File: config.mk
export PLATFORM = sky130hd
export DESIGN_NAME = per_hart_linked_run_queues_top
export DESIGN_NICKNAME = d
export VERILOG_FILES = /design/src/design/phrq_pkg.sv /design/src/design/phrq_front.sv /design/src/design/phrq_back.sv /design/src/design/per_hart_linked_run_queues_top.sv
export SDC_FILE = /design/constraint.sdc
export NUM_CORES = 1
export LEC_CHECK = 0
export BUFFER_PORTS_ARGS = -buffer_cell sky130_fd_sc_hd__clkbuf_2
export CORE_ASPECT_RATIO = 1.25
export CORE_MARGIN = 5
export CORE_UTILIZATION = 25
export DETAILED_ROUTE_END_ITERATION = 6
export SYNTH_ARGS = -nofsm -noshare
export SYNTH_HDL_FRONTEND = slang
export SYNTH_SLANG_ARGS = --single-unit
File: constraint.sdc
create_clock -name aclk -period 4.19 [get_ports aclk]
set_input_delay 0.419 -clock aclk [delete_from_list [all_inputs] [get_ports aclk]]
set_output_delay 0.419 -clock aclk [all_outputs]
set_load 0.01 [all_outputs]
File: src/design/phrq_pkg.sv
// Shared types and codes for the per-hart linked run queues.
// No dependencies; imported by every module of the block.
package phrq_pkg;

    typedef enum logic [1:0] {
        OP_PUSH    = 2'd0,
        OP_POP     = 2'd1,
        OP_REM     = 2'd2,
        OP_REM_ANY = 2'd3
    } op_t;

    typedef enum logic [2:0] {
        ST_OK        = 3'd0,
        ST_EMPTY     = 3'd1,
        ST_NOT_FOUND = 3'd2,
        ST_IDLE      = 3'd3,
        ST_QUEUED    = 3'd4
    } status_t;

    typedef enum logic [3:0] {
        S_IDLE, S_LOOK, S_DECIDE, S_START, S_WALK, S_WCHK, S_TGT, S_FIX, S_OUT
    } state_t;

    // Classified command passed from the front queue to the sequencer.
    typedef struct packed {
        op_t        func;
        logic [2:0] hart;
        logic [5:0] tid;
        logic       hart_ok;
        logic       tid_ok;
        logic       idle_tid;
    } cmd_t;

    localparam int S_DATA_W = 16;
    localparam int M_DATA_W = 24;

endpackage

File: src/design/phrq_front.sv
// Front end: accepts command words, flags range and idle-thread cases,
// and holds them in a two-entry queue. Depends on phrq_pkg.
module phrq_front #(
    parameter int HARTS   = 8,
    parameter int THREADS = 64
) (
    input  logic                             aclk,
    input  logic                             aresetn,
    input  logic                             s_tvalid,
    output logic                             s_tready,
    input  logic [phrq_pkg::S_DATA_W-1:0]    s_tdata,
    output logic                             q_valid,
    input  logic                             q_pop,
    output phrq_pkg::cmd_t                   q_cmd
);
    import phrq_pkg::*;

    cmd_t       slot_reg [2];
    logic       wr_ptr_reg, rd_ptr_reg;
    logic [1:0] cnt_reg;
    cmd_t       in_cmd;
    logic       push, pop;

    always_comb begin
        in_cmd.func     = op_t'(s_tdata[1:0]);
        in_cmd.hart     = s_tdata[4:2];
        in_cmd.tid      = s_tdata[10:5];
        in_cmd.hart_ok  = 32'(s_tdata[4:2]) < HARTS;
        in_cmd.tid_ok   = 32'(s_tdata[10:5]) < THREADS;
        in_cmd.idle_tid = 32'(s_tdata[10:5]) < HARTS;
    end

    assign s_tready = (cnt_reg != 2'd2);
    assign q_valid  = (cnt_reg != 2'd0);
    assign q_cmd    = slot_reg[rd_ptr_reg];
    assign push     = s_tvalid && s_tready;
    assign pop      = q_pop && q_valid;

    always_ff @(posedge aclk) begin
        if (!aresetn) begin
            wr_ptr_reg <= 1'b0;
            rd_ptr_reg <= 1'b0;
            cnt_reg    <= 2'd0;
        end else begin
            if (push) wr_ptr_reg <= ~wr_ptr_reg;
            if (pop)  rd_ptr_reg <= ~rd_ptr_reg;
            cnt_reg <= cnt_reg + {1'b0, push} - {1'b0, pop};
        end
    end

    always_ff @(posedge aclk) begin
        if (push) slot_reg[wr_ptr_reg] <= in_cmd;
    end

`ifndef SYNTHESIS
    a_no_overfill: assert property (@(posedge aclk) disable iff (!aresetn)
        (cnt_reg == 2'd2) |-> !push) else $error("front queue overfilled");
    a_no_underrun: assert property (@(posedge aclk) disable iff (!aresetn)
        (cnt_reg == 2'd0) |-> !pop) else $error("front queue underrun");
    a_cnt_range: assert property (@(posedge aclk) disable iff (!aresetn)
        cnt_reg != 2'd3) else $error("front queue count out of range");
`endif

endmodule

File: src/design/phrq_back.sv
// Back end: sequencer that carries out push, pop and removals on the
// linked queues, with link and owner memories. Depends on phrq_pkg.
module phrq_back #(
    parameter int HARTS   = 8,
    parameter int THREADS = 64
) (
    input  logic                             aclk,
    input  logic                             aresetn,
    input  logic                             q_valid,
    output logic                             q_pop,
    input  phrq_pkg::cmd_t                   q_cmd,
    output logic                             m_tvalid,
    input  logic                             m_tready,
    output logic [phrq_pkg::M_DATA_W-1:0]    m_tdata
);
    import phrq_pkg::*;

    localparam int HIW = (HARTS > 1) ? $clog2(HARTS) : 1;
    localparam int TIW = $clog2(THREADS);
    localparam int CW  = $clog2(THREADS + 1);

    state_t           state_reg, state_next;
    cmd_t             cmd_reg;
    logic [HIW-1:0]   hsel_reg;
    logic [TIW-1:0]   cur_reg, prev_reg;
    logic             at_head_reg;
    status_t          status_reg;
    logic [5:0]       thr_reg;
    logic [2:0]       hout_reg;
    logic             lenz_reg;

    logic [TIW-1:0]   head_reg  [HARTS];
    logic [TIW-1:0]   tail_reg  [HARTS];
    logic [CW-1:0]    count_reg [HARTS];
    logic             mark_reg  [THREADS];

    logic [TIW-1:0]   link_mem  [THREADS];
    logic [HIW-1:0]   owner_mem [THREADS];
    logic [TIW-1:0]   link_rd_reg;
    logic [HIW-1:0]   owner_rd_reg;
    logic [TIW-1:0]   link_raddr;

    logic [15:0]      t_ext, hq_ext, len_ext;
    logic [TIW-1:0]   t_idx, hd, tl;
    logic [HIW-1:0]   hq_idx;
    logic [CW-1:0]    cnt;
    logic             tmark;
    logic [7:0]       own_ext;

    assign t_ext   = {10'd0, cmd_reg.tid};
    assign t_idx   = t_ext[TIW-1:0];
    assign hq_ext  = {13'd0, q_cmd.hart};
    assign hq_idx  = hq_ext[HIW-1:0];
    assign hd      = head_reg[hsel_reg];
    assign tl      = tail_reg[hsel_reg];
    assign cnt     = count_reg[hsel_reg];
    assign tmark   = mark_reg[t_idx];
    assign own_ext = {{(8-HIW){1'b0}}, owner_rd_reg};

    // Link read address follows the step of the walk.
    always_comb begin
        case (state_reg)
            S_WALK:  link_raddr = cur_reg;
            S_TGT:   link_raddr = t_idx;
            default: link_raddr = hd;
        endcase
    end

    always_ff @(posedge aclk) begin
        link_rd_reg  <= link_mem[link_raddr];
        owner_rd_reg <= owner_mem[t_idx];
    end

    always_ff @(posedge aclk) begin
        if (state_reg == S_DECIDE && cmd_reg.func == OP_PUSH && cmd_reg.hart_ok &&
            cmd_reg.tid_ok && !cmd_reg.idle_tid && !tmark) begin
            owner_mem[t_idx] <= hsel_reg;
            if (cnt != '0) link_mem[tl] <= t_idx;
        end else if (state_reg == S_FIX && !at_head_reg) begin
            link_mem[prev_reg] <= link_rd_reg;
        end
    end

    always_ff @(posedge aclk) begin
        if (!aresetn) state_reg <= S_IDLE;
        else          state_reg <= state_next;
    end

    always_comb begin
        state_next = state_reg;
        q_pop      = 1'b0;
        case (state_reg)
            S_IDLE: begin
                if (q_valid) begin
                    q_pop      = 1'b1;
                    state_next = S_LOOK;
                end
            end
            S_LOOK: state_next = S_DECIDE;
            S_DECIDE: begin
                state_next = S_OUT;
                if (cmd_reg.func == OP_REM_ANY) begin
                    if (cmd_reg.tid_ok && tmark) state_next = S_START;
                end else if (cmd_reg.func == OP_REM) begin
                    if (cmd_reg.hart_ok && cmd_reg.tid_ok && tmark &&
                        owner_rd_reg == hsel_reg) state_next = S_START;
                end
            end
            S_START: state_next = (hd == t_idx) ? S_TGT : S_WALK;
            S_WALK:  state_next = S_WCHK;
            S_WCHK:  state_next = (link_rd_reg == t_idx) ? S_TGT : S_WALK;
            S_TGT:   state_next = S_FIX;
            S_FIX:   state_next = S_OUT;
            S_OUT:   if (m_tready) state_next = S_IDLE;
            default: state_next = S_IDLE;
        endcase
    end

    // Control state: counts and queued marks.
    always_ff @(posedge aclk) begin
        if (!aresetn) begin
            for (int i = 0; i < HARTS; i++)   count_reg[i] <= '0;
            for (int i = 0; i < THREADS; i++) mark_reg[i]  <= 1'b0;
        end else if (state_reg == S_DECIDE) begin
            if (cmd_reg.func == OP_PUSH && cmd_reg.hart_ok && cmd_reg.tid_ok &&
                !cmd_reg.idle_tid && !tmark) begin
                count_reg[hsel_reg] <= cnt + 1'b1;
                mark_reg[t_idx]     <= 1'b1;
            end else if (cmd_reg.func == OP_POP && cmd_reg.hart_ok && cnt != '0) begin
                count_reg[hsel_reg] <= cnt - 1'b1;
                mark_reg[hd]        <= 1'b0;
            end
        end else if (state_reg == S_FIX) begin
            count_reg[hsel_reg] <= cnt - 1'b1;
            mark_reg[t_idx]     <= 1'b0;
        end
    end

    // Datapath registers.
    always_ff @(posedge aclk) begin
        case (state_reg)
            S_IDLE: begin
                cmd_reg    <= q_cmd;
                hsel_reg   <= hq_idx;
                hout_reg   <= q_cmd.hart;
                status_reg <= ST_OK;
                thr_reg    <= '0;
                lenz_reg   <= 1'b0;
            end
            S_DECIDE: begin
                case (cmd_reg.func)
                    OP_PUSH: begin
                        if (!cmd_reg.hart_ok) begin
                            status_reg <= ST_NOT_FOUND;
                            lenz_reg   <= 1'b1;
                        end else if (!cmd_reg.tid_ok) begin
                            status_reg <= ST_NOT_FOUND;
                        end else if (cmd_reg.idle_tid) begin
                            status_reg <= ST_IDLE;
                        end else if (tmark) begin
                            status_reg <= ST_QUEUED;
                        end else begin
                            tail_reg[hsel_reg] <= t_idx;
                            if (cnt == '0) head_reg[hsel_reg] <= t_idx;
                        end
                    end
                    OP_POP: begin
                        if (!cmd_reg.hart_ok) begin
                            status_reg <= ST_NOT_FOUND;
                            lenz_reg   <= 1'b1;
                        end else if (cnt == '0) begin
                            status_reg <= ST_EMPTY;
                        end else begin
                            thr_reg            <= 6'(hd);
                            head_reg[hsel_reg] <= link_rd_reg;
                        end
                    end
                    OP_REM: begin
                        if (!cmd_reg.hart_ok) begin
                            status_reg <= ST_NOT_FOUND;
                            lenz_reg   <= 1'b1;
                        end else if (!(cmd_reg.tid_ok && tmark &&
                                       owner_rd_reg == hsel_reg)) begin
                            status_reg <= ST_NOT_FOUND;
                        end
                    end
                    default: begin
                        if (cmd_reg.tid_ok && tmark) begin
                            hsel_reg <= owner_rd_reg;
                            hout_reg <= own_ext[2:0];
                        end else begin
                            status_reg <= ST_NOT_FOUND;
                            lenz_reg   <= 1'b1;
                        end
                    end
                endcase
            end
            S_START: begin
                at_head_reg <= (hd == t_idx);
                cur_reg     <= hd;
            end
            S_WCHK: begin
                // advance the walk, or hold the predecessor of the target
                if (link_rd_reg == t_idx) prev_reg <= cur_reg;
                else                      cur_reg  <= link_rd_reg;
            end
            S_FIX: begin
                if (at_head_reg) head_reg[hsel_reg] <= link_rd_reg;
                else if (tl == t_idx) tail_reg[hsel_reg] <= prev_reg;
            end
            default: ;
        endcase
    end

    assign len_ext  = {{(16-CW){1'b0}}, (lenz_reg ? {CW{1'b0}} : cnt)};
    assign m_tvalid = (state_reg == S_OUT);
    assign m_tdata  = {5'd0, len_ext[6:0], hout_reg, thr_reg, status_reg};

`ifndef SYNTHESIS
    a_fix_then_out: assert property (@(posedge aclk) disable iff (!aresetn)
        (state_reg == S_FIX) |=> (state_reg == S_OUT)) else $error("unlink did not finish");
    a_push_marks: assert property (@(posedge aclk) disable iff (!aresetn)
        (state_reg == S_DECIDE && cmd_reg.func == OP_PUSH && cmd_reg.hart_ok &&
         cmd_reg.tid_ok && !cmd_reg.idle_tid && !tmark) |=> mark_reg[t_idx])
        else $error("pushed thread not marked");
    a_walk_marked: assert property (@(posedge aclk) disable iff (!aresetn)
        (state_reg == S_WALK) |-> tmark) else $error("walk for unqueued thread");
    a_count_bound: assert property (@(posedge aclk) disable iff (!aresetn)
        32'(cnt) <= THREADS) else $error("queue count exceeds thread count");
`endif

endmodule

File: src/design/per_hart_linked_run_queues_top.sv
// Channel   | dir | fields (low bit up)                          | handshake
// s_ (cmd)  | in  | tdata: func[1:0] hart[4:2] thread_id[10:5]   | s_tvalid/s_tready
// m_ (res)  | out | tdata: status[2:0] thread_out[8:3]          | m_tvalid/m_tready
//           |     |        hart_out[11:9] queue_length[18:12]    |
// Push and pop pass S_LOOK and S_DECIDE before the output handshake; removals add
// S_START, S_WALK/S_WCHK per link walked (one link-memory read each), S_TGT and S_FIX.
// Reset (aresetn low, synchronous) clears counts and queued marks at once.
// A two-entry command queue accepts words while a result waits, until it is full.
module per_hart_linked_run_queues_top #(
    parameter int HARTS   = 8,
    parameter int THREADS = 64
) (
    input  logic                            aclk,
    input  logic                            aresetn,
    input  logic                            s_tvalid,
    output logic                            s_tready,
    input  logic [phrq_pkg::S_DATA_W-1:0]   s_tdata,  // func, hart, thread_id
    output logic                            m_tvalid,
    input  logic                            m_tready,
    output logic [phrq_pkg::M_DATA_W-1:0]   m_tdata   // status, thread_out, hart_out, queue_length
);
    import phrq_pkg::*;

    cmd_t q_cmd;
    logic q_valid, q_pop;

    phrq_front #(.HARTS(HARTS), .THREADS(THREADS)) u_front (
        .aclk(aclk), .aresetn(aresetn),
        .s_tvalid(s_tvalid), .s_tready(s_tready), .s_tdata(s_tdata),
        .q_valid(q_valid), .q_pop(q_pop), .q_cmd(q_cmd)
    );

    phrq_back #(.HARTS(HARTS), .THREADS(THREADS)) u_back (
        .aclk(aclk), .aresetn(aresetn),
        .q_valid(q_valid), .q_pop(q_pop), .q_cmd(q_cmd),
        .m_tvalid(m_tvalid), .m_tready(m_tready), .m_tdata(m_tdata)
    );

endmodule
## Yosys cells after proc, flatten, opt, wreduce, memory -nomap -nowiden

Memory sizes are Yosys's and may differ from the RTL's. A register that Yosys moved wholly into a read port is not among the register bits.
Cells that the tools add are included.

| word-level totals | value |
|---|---|
| register bits | 45 |
| RAM bits | 816 |
| input port bits | 20 |
| output and inout bits | 26 |
| logic and storage cells | 219 |
| memories | 7 |

| cells by class | value |
|---|---|
| add/subtract/negate cells | 4 |
| $lt $le $gt $ge | 1 |
| eq/ne operators | 30 |
| mux-type cells | 112 |
| bitwise gates (word level) | 8 |
| reductions and logical operators | 41 |

Memories:

| memory | words | width | rd ports | clocked after Yosys merged registers in | write ports | RTL line | source |
|---|---|---|---|---|---|---|---|
| u_back.link_mem | 64 | 6 | 1 | 1 | 1 | phrq_back.sv:37 | `logic [TIW-1:0] link_mem [THREADS];` |
| u_back.owner_mem | 64 | 3 | 1 | 1 | 1 | phrq_back.sv:38 | `logic [HIW-1:0] owner_mem [THREADS];` |
| u_back.mark_reg | 64 | 1 | 1 | 1 | 64 | phrq_back.sv:35 | `logic mark_reg [THREADS];` |
| u_back.count_reg | 8 | 7 | 1 | 1 | 8 | phrq_back.sv:34 | `logic [CW-1:0] count_reg [HARTS];` |
| u_back.head_reg | 8 | 6 | 1 | 1 | 1 | phrq_back.sv:32 | `logic [TIW-1:0] head_reg [HARTS];` |
| u_back.tail_reg | 8 | 6 | 1 | 1 | 1 | phrq_back.sv:33 | `logic [TIW-1:0] tail_reg [HARTS];` |
| +1 memories | - | - | - | - | - | - |  |

Operators with widths:

| operator | count |
|---|---|
| $mux W6 | 12 |
| $mux W1 | 65 |
| $mux W3 | 15 |
| $pmux W4 S9 | 1 |
| $pmux W6 S2 | 3 |
| $mux W7 | 4 |
| $mux W4 | 6 |
| $logic_and A1 B1 Y1 | 19 |
| $eq A6 B6 Y1 | 3 |
| $eq A4 B3 Y1 const B | 4 |
| $ne A2 B2 Y1 const B | 7 |
| $pmux W3 S2 | 2 |
| $pmux W3 S3 | 1 |
| $eq A4 B2 Y1 const B | 2 |
| $ne A4 B4 Y1 const B | 2 |
| $add A7 B1 Y7 const B | 1 |
| $logic_not A7 Y1 | 1 |
| $reduce_bool A7 Y1 | 1 |
| $reduce_or A7 Y1 | 1 |
| $sub A7 B1 Y7 const B | 1 |
| $lt A6 B4 Y1 const B | 1 |
| $ne A3 B3 Y1 const B | 2 |
| $ne A6 B6 Y1 const B | 1 |
| $or A1 B1 Y1 | 6 |
| 23 further kinds | 35 |

## Depth between registers and ports, before layout

Gate-level depths: netlist of run 1.

| depth | value |
|---|---|
| depth after elaboration | 13 |
| depth in mapped cells | 17 |
| gate-level depth less buffers | 10 |

## Hierarchy

Synthesis of run 1 repeated with hierarchy kept, for this count alone.

| unflattened totals | value |
|---|---|
| cells, all modules | 2412 |
| area, all modules | 37213.2 um^2 |

By module, submodules not included:

| module | instances | cells each | area each (um^2) | seq. area each (um^2) |
|---|---|---|---|---|
| phrq_back | 1 | 2341 | 36064.6 | 24693.7 |
| phrq_front | 1 | 71 | 1148.6 | 820.8 |

## Worst setup path after synthesis of run 1

No wires, ideal clock.

| path | value |
|---|---|
| path kind | flip-flop to flip-flop |
| from | register with a tool-made name |
| to | memory u_back.head_reg[4][0] (netlist bit), enable pin |
| setup time | 377 ps |
| data arrival time | 3859 ps |
| required time | 3813 ps |
| path slack | -46 ps |
| stages on the path, launching flop included | 17 |
| path buffers | 6 |
| clock period less this slack | 4236 ps |
| cell sequence | dfxtp_1 buf_4 buf_6 buf_2 buf_1 mux4_2 mux2_2 clkbuf_1 inv_1 ha_1 and2_1 nand2_1 a32o_1 clkbuf_1 o21bai_1 nand2_1 nor3_1 |

RTL lines:

| what | RTL line |
|---|---|
| end: declaration | phrq_back.sv:32 |

==> results.rst, run 1 <==
.. list-table::
   :header-rows: 1

   * - Metric
     - Value
   * - Share of cells above drive strength 1
     - 17.0%
   * - I/O Buffers
     - 35
   * - Source-to-sink clock delay at the later pin of the worst-skew pair
     - 650 ps
   * - Total global-route track usage
     - 11.8%
   * - Setup repair after global routing missed its margin
     - no
   * - Combined area of all synthesized cells
     - 0.0365 mm²
   * - Chip Height
     - 437 µm
   * - Antenna-violating nets left
     - 0
   * - Top flip-flop cell by instance count after synthesis
     - edfxtp_1
   * - Cell repeated most along the worst path
     - mux4_2
   * - Layout-stage area growth over the synthesis result
     - 17.0%
   * - Max_cap viols
     - 0
   * - Most common cell after layout, fill and taps aside
     - edfxtp_1
   * - Clock buffers created by TritonCTS
     - 87
   * - Arrival time reported for the critical path endpoint
     - 4230 ps
   * - Max-slew violation count
     - 0
   * - Clock-pin slew reported for the worst setup and hold paths after clock tree synthesis
     - 60 ps
   * - Overall die area
     - 0.154 mm²
   * - Floorplan row count
     - 156
   * - Number of enable-type register cells in the synthesized netlist
     - 787
   * - Gates resized, CTS repair
     - 0
   * - FFs w/ async S/R, synth
     - 0%
   * - Fill cell total of the finished layout
     - 14400
   * - Maximum clock skew at final layout
     - 32.1 ps
   * - Multi-input gate area in the final layout
     - 0.0103 mm²
   * - CP max stage cell
     - nor2_1
   * - Largest fanout of any net on the critical path
     - 16
   * - Fin crit period
     - 3970 ps
   * - Avg Synthesized Cell Area
     - 13.9 µm²
   * - Sum of net half-perimeters after detailed placement
     - 61500 µm
   * - First-pass GRT wire length
     - 142000 µm
   * - #FFs+latches synth
     - 878
   * - Syn. warnings
     - 0
   * - Power spent charging and discharging nets
     - 12.0 mW
   * - Gate count of the mapped netlist
     - 2626
   * - Final setup violation count
     - 0
   * - Final routed wire length divided by cell count
     - 20.0 µm
   * - Ordered list of cells on the worst path
     - buf_12 > mux4_2 > mux4_2 > a22oi_1 > nand3_2 > o32ai_1 > buf_4 > nand2_1 > nor2_1
   * - Leakage dissipation
     - 13.9 nW
   * - Register Area
     - 0.0255 mm²
   * - Worst VDD drop
     - 0.620 mV
   * - Via count of the first global-routing pass
     - 22800
   * - Kind of start point of the critical path
     - flop
   * - Root Driver
     - clkbuf_16
   * - Type of the most critical hold path
     - input port to flop
   * - Area of the core
     - 0.145 mm²
   * - CTS tree
     - built
   * - Largest net degree at the start of global routing
     - 92
   * - Tightest Pin Transition
     - 1160 ps
   * - Register-to-register setup slack
     - 220 ps
   * - Die Wd
     - 352 µm
   * - Overflow after GRT
     - 0
   * - Hold violation count in the final report
     - 0
   * - Highest cell delay on the worst timing path
     - 580 ps
   * - Int Power
     - 19.4 mW
   * - Period Utilization, post-route
     - 94.8%
   * - Number of top-level pins
     - 46
   * - Vias/cell
     - 4.83
   * - Initial cell density of the core
     - 25.2%
   * - Setup Total Neg Slack
     - 0 ps
   * - Slew Limit Headroom
     - 21.7%
   * - Antenna violations before repair
     - 0
   * - Nets
     - 2764
   * - Maximum level of the CTS H-tree
     - 3
   * - Number of vias after detailed routing
     - 22700
   * - DRC violations left
     - 0
   * - Flip-flop count of the largest register, all copies and words added
     - 384
   * - Combinational group share of total power
     - 38.5%
   * - Critical path endpoint category
     - flop
   * - Detailed Route Iter0 Violations
     - 1879
   * - Iteration count of the initial detailed-routing pass
     - 5
   * - Family with the most delay on the worst path
     - simple AND/OR/NAND/NOR gates
   * - Commonest cells after routing, fill and taps aside
     - edfxtp_1 (787), nand2_1 (348), nor2_1 (207), buf_4 (160), nand3_1 (112)
   * - Clk network pwr share
     - 25.0%
   * - Worst Path Buf+Inv
     - 2
   * - Required time worst endpoint
     - 4450 ps
   * - Setup Slack @ Placement
     - 241 ps
   * - Gp weighted congestion
     - 0.830
   * - Clock sink total
     - 878
   * - Unique masters post-synth
     - 74
   * - Final antenna diode count
     - 0
   * - Run status
     - finished clean
   * - Setup CP Type
     - flop to flop
   * - Total wire length
     - 94300 µm
   * - Fraction of the yosys area taken by sequential cells
     - 69.7%
   * - Worst path setup slack after routing
     - 217 ps
   * - Proportion of power drawn by flip-flops and latches
     - 36.4%
   * - Switch share
     - 38.2%
   * - Clock Path Buffers
     - 3
   * - Top achievable clock speed
     - 0.252 GHz
   * - Power Dens Cells
     - 734 mW/mm²
==> area by class of cell <==
| type | instances | share of cell area [%] |
|---|---|---|
| clock buffers | 109 | 5.55 |
| clock inverters | 50 | 1.17 |
| inverters | 14 | 0.123 |
| multi-input cells | 1542 | 24.1 |
| flip-flops and latches | 878 | 59.5 |
| well taps | 1896 | 5.55 |
| repair buffers | 216 | 4.01 |
==> path summary, 6_finish.rpt <==
kind	endpoint	startpoint	depth (start not counted)
max reg2reg	u_back.link_mem[58][3]$_DFFE_PP_	flop	9
min	u_front.slot_reg[0][1]$_DFFE_PP_	s_tdata[5]	1
min reg2reg	u_back.prev_reg[4]$_DFFE_PP_	u_back.cur_reg[4]$_DFFE_PP_	0
max	u_back.link_mem[58][3]$_DFFE_PP_	flop	9
==> per-stage QoR <==
| step | hold slack (ps) | total power [mW] | utilization (%) | cell area [µm²] | std cells |
|---|---|---|---|---|---|
| floorplan | 418 | 18.8 | - | 36600 | 2630 |
| finish | 34.3 | 31.4 | 29.5 | 42800 | 4705 |
| global route | 13.2 | 32.9 | 29.5 | 42800 | 4705 |
| global placement | 439 | 23.7 | 27.4 | 39800 | 4538 |
| CTS | 1.40 | 31.6 | 29.5 | 42800 | 4705 |
| detailed placement | 440 | 23.7 | 27.4 | 39800 | 4538 |
==> power by group through the flow <==
stage	combinational [mW]	clock, mW	sequential [mW]
3_3_place_gp	12.0	0	11.6
5_1_grt	13.1	8.37	11.5
2_1_floorplan	7.40	0	11.4
4_1_cts	12.2	7.99	11.4
6_report	12.1	7.85	11.4
3_5_place_dp	12.1	0	11.6
==> per-layer routing <==
metal  vias up  share of wire (%)  wire length, µm  GRT usage [%]
li1      10400                  -                -              -
met1     11500                 40            37700           14.6
met2       698                 52            48800           21.1
met3       144                5.1             4850           1.44
met4         0                3.0             2860           4.39
met5         -                  0                0              0
==> kinds of logic (layout without fill, tap and decap cells) <==
group,after synthesis,count (layout),share of synthesized area [%]
flip-flops,878,878,69.7
AND/OR/NAND/NOR,852,852,10.2
AO/OA/AOI/OAI,464,464,9.56
buffers and inverters,210,389,2.48
multiplexers,185,185,7.14
XOR/XNOR,31,31,0.743
adder cells (fa/ha/maj),5,5,0.171
other,1,5,0.0103
==> synth_stat cells (12+ instances only) <==
master | instances | area, µm²
edfxtp_1 | 787 | 23600
nand2_1 | 349 | 1310
nor2_1 | 208 | 781
clkbuf_1 | 125 | 469
nand3_1 | 112 | 561
dfxtp_1 | 91 | 1820
mux2i_1 | 83 | 831
nor3_1 | 79 | 395
a21oi_1 | 63 | 315
a22oi_1 | 59 | 443
mux4_2 | 56 | 1260
a31oi_1 | 53 | 332
mux2_2 | 46 | 518
o41ai_1 | 46 | 403
o311ai_1 | 45 | 394
a221oi_1 | 37 | 324
buf_2 | 37 | 185
a22o_1 | 25 | 219
a32oi_1 | 24 | 210
o21a_1 | 19 | 143
o21ai_0 | 19 | 95.1
buf_1 | 18 | 67.6
xnor2_1 | 18 | 158
and2_1 | 15 | 93.8
inv_1 | 14 | 52.6
buf_4 | 13 | 97.6
nor4_1 | 13 | 81.3
xor2_1 | 13 | 114
nor2b_1 | 12 | 75.1
==> what timing repair did <==
item | in CTS | in global routing
buffers inserted | 0 | 0
endpoints found under the hold margin | 16 | 0
hold buffers | 8 | 0
Note: power is estimated with default switching activity, not from simulation.
==> run 2: changes to the inputs <==
- CAP_MARGIN: unset -> 20
- CORE_MARGIN: 5 -> unset
==> results.rst, run 2 (synthesis results as in run 1) <==
.. list-table::
   :header-rows: 1

   * - Metric
     - Value
   * - Sum of net half-perimeters after detailed placement
     - 61800 µm
   * - Clock buffers created by TritonCTS
     - 84
   * - Top achievable clock speed
     - 0.255 GHz
   * - Kind of start point of the critical path
     - flop
   * - Register-to-register setup slack
     - 270 ps
   * - Chip Height
     - 429 µm
   * - Setup CP Type
     - flop to flop
   * - Gp weighted congestion
     - 0.812
   * - Tightest Pin Transition
     - 1090 ps
   * - Iteration count of the initial detailed-routing pass
     - 6
   * - Area of the core
     - 0.145 mm²
   * - Cells on worst reg2reg path
     - 11
   * - Total setup buffers inserted after CTS
     - 0
   * - Leakage dissipation
     - 13.8 nW
   * - Slew Limit Headroom
     - 27.1%
   * - Clock sink total
     - 878
   * - Vias/cell
     - 4.84
   * - Layout Utilization
     - 29.4%
   * - Overall die area
     - 0.148 mm²
   * - Number of cells on the critical path
     - 11
   * - First-pass GRT wire length
     - 142000 µm
   * - Initial cell density of the core
     - 25.2%
   * - Run status
     - finished clean
   * - Layout-stage area growth over the synthesis result
     - 16.6%
   * - Max-slew violation count
     - 0
   * - Maximum level of the CTS H-tree
     - 3
   * - Worst VDD drop
     - 0.491 mV
   * - CP max stage cell
     - dfxtp_2
   * - Max_cap viols
     - 0
   * - Period Utilization, post-route
     - 93.5%
   * - Die Wd
     - 344 µm
   * - Antenna violations before repair
     - 1
   * - Family with the most delay on the worst path
     - simple AND/OR/NAND/NOR gates
   * - Fin crit period
     - 3920 ps
   * - Final routed wire length divided by cell count
     - 19.9 µm
   * - Antenna-violating nets left
     - 0
   * - Required time worst endpoint
     - 4480 ps
   * - Maximum clock skew at final layout
     - 27.5 ps
   * - Capturing point of the worst reg2reg path
     - u_back.link_mem[2][0]$_DFFE_PP_
   * - Commonest cells after routing, fill and taps aside
     - edfxtp_1 (787), nand2_1 (348), nor2_1 (207), buf_4 (177), nand3_1 (112)
   * - Flip-flop count of the largest register, all copies and words added
     - 384
   * - Design Area, Final
     - 0.0426 mm²
   * - Number of vias after detailed routing
     - 22800
   * - Largest fanout of any net on the critical path
     - 14
   * - Floorplan row count
     - 156
   * - Total global-route track usage
     - 12.4%
   * - Clock Path Buffers
     - 3
   * - Root Driver
     - clkbuf_16
   * - Critical path endpoint category
     - flop
   * - Clock-pin slew reported for the worst setup and hold paths after clock tree synthesis
     - 60 ps
   * - Detailed Route Iter0 Violations
     - 1939
   * - Overflow after GRT
     - 0
   * - Placed inst area
     - 0.0398 mm²
   * - Final setup violation count
     - 0
   * - Source-to-sink clock delay at the later pin of the worst-skew pair
     - 660 ps
   * - Hold violation count in the final report
     - 0
   * - Largest net degree at the start of global routing
     - 89
   * - Final std cells w/o fill
     - 4713
   * - Nets
     - 2773
   * - Placed cells
     - 4547
   * - CTS tree
     - built
   * - Total wire length
     - 93900 µm
   * - Share of cells above drive strength 1
     - 16.8%
   * - Most common cell after layout, fill and taps aside
     - edfxtp_1
   * - Highest cell delay on the worst timing path
     - 610 ps
   * - I/O Buffers
     - 35
   * - Gates resized, CTS repair
     - 0
   * - Ordered list of cells on the worst path
     - mux4_2 > mux2_2 > inv_1 > ha_1 > and2_1 > nand2_1 > inv_1 > o32ai_1 > buf_4 > nand2_1 > nor2_1
   * - Power Dens Cells
     - 730 mW/mm²
   * - Setup crit end
     - u_back.link_mem[2][0]$_DFFE_PP_
   * - Type of the most critical hold path
     - input port to flop
   * - Worst Path Buf+Inv
     - 3
   * - Setup repair after global routing missed its margin
     - yes
   * - Via count of the first global-routing pass
     - 22700
   * - Arrival time reported for the critical path endpoint
     - 4200 ps
   * - DRC violations left
     - 0
   * - Number of top-level pins
     - 46
run 2: changes by cell type in the layout (fill, tap and decap cells not counted), moves of 5 or more:
cell,previous run,this run
clkbuf_8,9,4
clkinv_2,16,11
buf_4,160,177
clkbuf_1,11,20
buf_12,13,6
run 2: power by group:
part / switching, mW / internal (mW)
sequential: 0.488 / 10.9
clock: 3.35 / 4.21
combinational: 8.24 / 3.90
total: 12.1 / 19.0
run 2: worst reg2reg max path: cells and delay by family (launching register included):
family / cells / cell delay (ps)
DFF: 1 / 610
AOI/OAI and AO/OA: 1 / 300
buffers and inverters: 3 / 410
and+or+nand+nor: 4 / 1370
muxes: 2 / 630
adders and majority gates: 1 / 230
run 2: area by class of cell:
type | instances | area (µm²)
inverter | 14 | 52.6
multi-input combinational | 1542 | 10300
fill | 14600 | 102000
timing repair buffer | 228 | 1730
tap | 1896 | 2370
sequential | 878 | 25500
antenna | 1 | 2.50
clock inverter | 45 | 445
clock buffer | 109 | 2260
run 2: how the worst min path moves through the flow:
stage | startpoint | end | slack [ps] | cells past startpoint
5_1_grt | s_tdata[7] | u_front.slot_reg[1][3]$_DFFE_PP_ | 20 | 1
3_5_place_dp | u_back.cur_reg[4]$_DFFE_PP_ | u_back.prev_reg[4]$_DFFE_PP_ | 440 | 0
2_1_floorplan | u_back.cur_reg[0]$_DFFE_PP_ | u_back.prev_reg[0]$_DFFE_PP_ | 420 | 0
6_report | s_tdata[7] | u_front.slot_reg[1][3]$_DFFE_PP_ | 30 | 1
4_1_cts | s_tdata[7] | u_front.slot_reg[1][3]$_DFFE_PP_ | 10 | 1
3_3_place_gp | u_back.mark_reg[28]$_DFF_P_ | u_back.mark_reg[28]$_DFF_P_ | 440 | 2
run 2: layer usage:
| metal | track usage, % | vias up | part of all wire [%] |
|---|---|---|---|
| met1 | 15.5 | 11600 | 41 |
| met5 | 0 | - | 0 |
| met2 | 22.0 | 664 | 52 |
| li1 | - | 10400 | - |
| met3 | 1.31 | 156 | 4.2 |
| met4 | 4.56 | 0 | 3.0 |
run 2: what timing repair did:
item                       CTS  global route
setup endpoints to repair    0             9
hold buffers                 9             0
hold endpoints to repair    17             0
run 2: stage by stage:
stage	hold slack, ps	total power [mW]	worst slack (ps)	TNS [ps]
2_1_floorplan	418	18.8	43.1	0
4_1_cts	10.1	31.3	195	0
3_3_place_gp	441	23.6	276	0
6_report	26.2	31.1	273	0
5_1_grt	17.2	32.4	-12.3	-50.7
3_5_place_dp	440	23.7	228	0
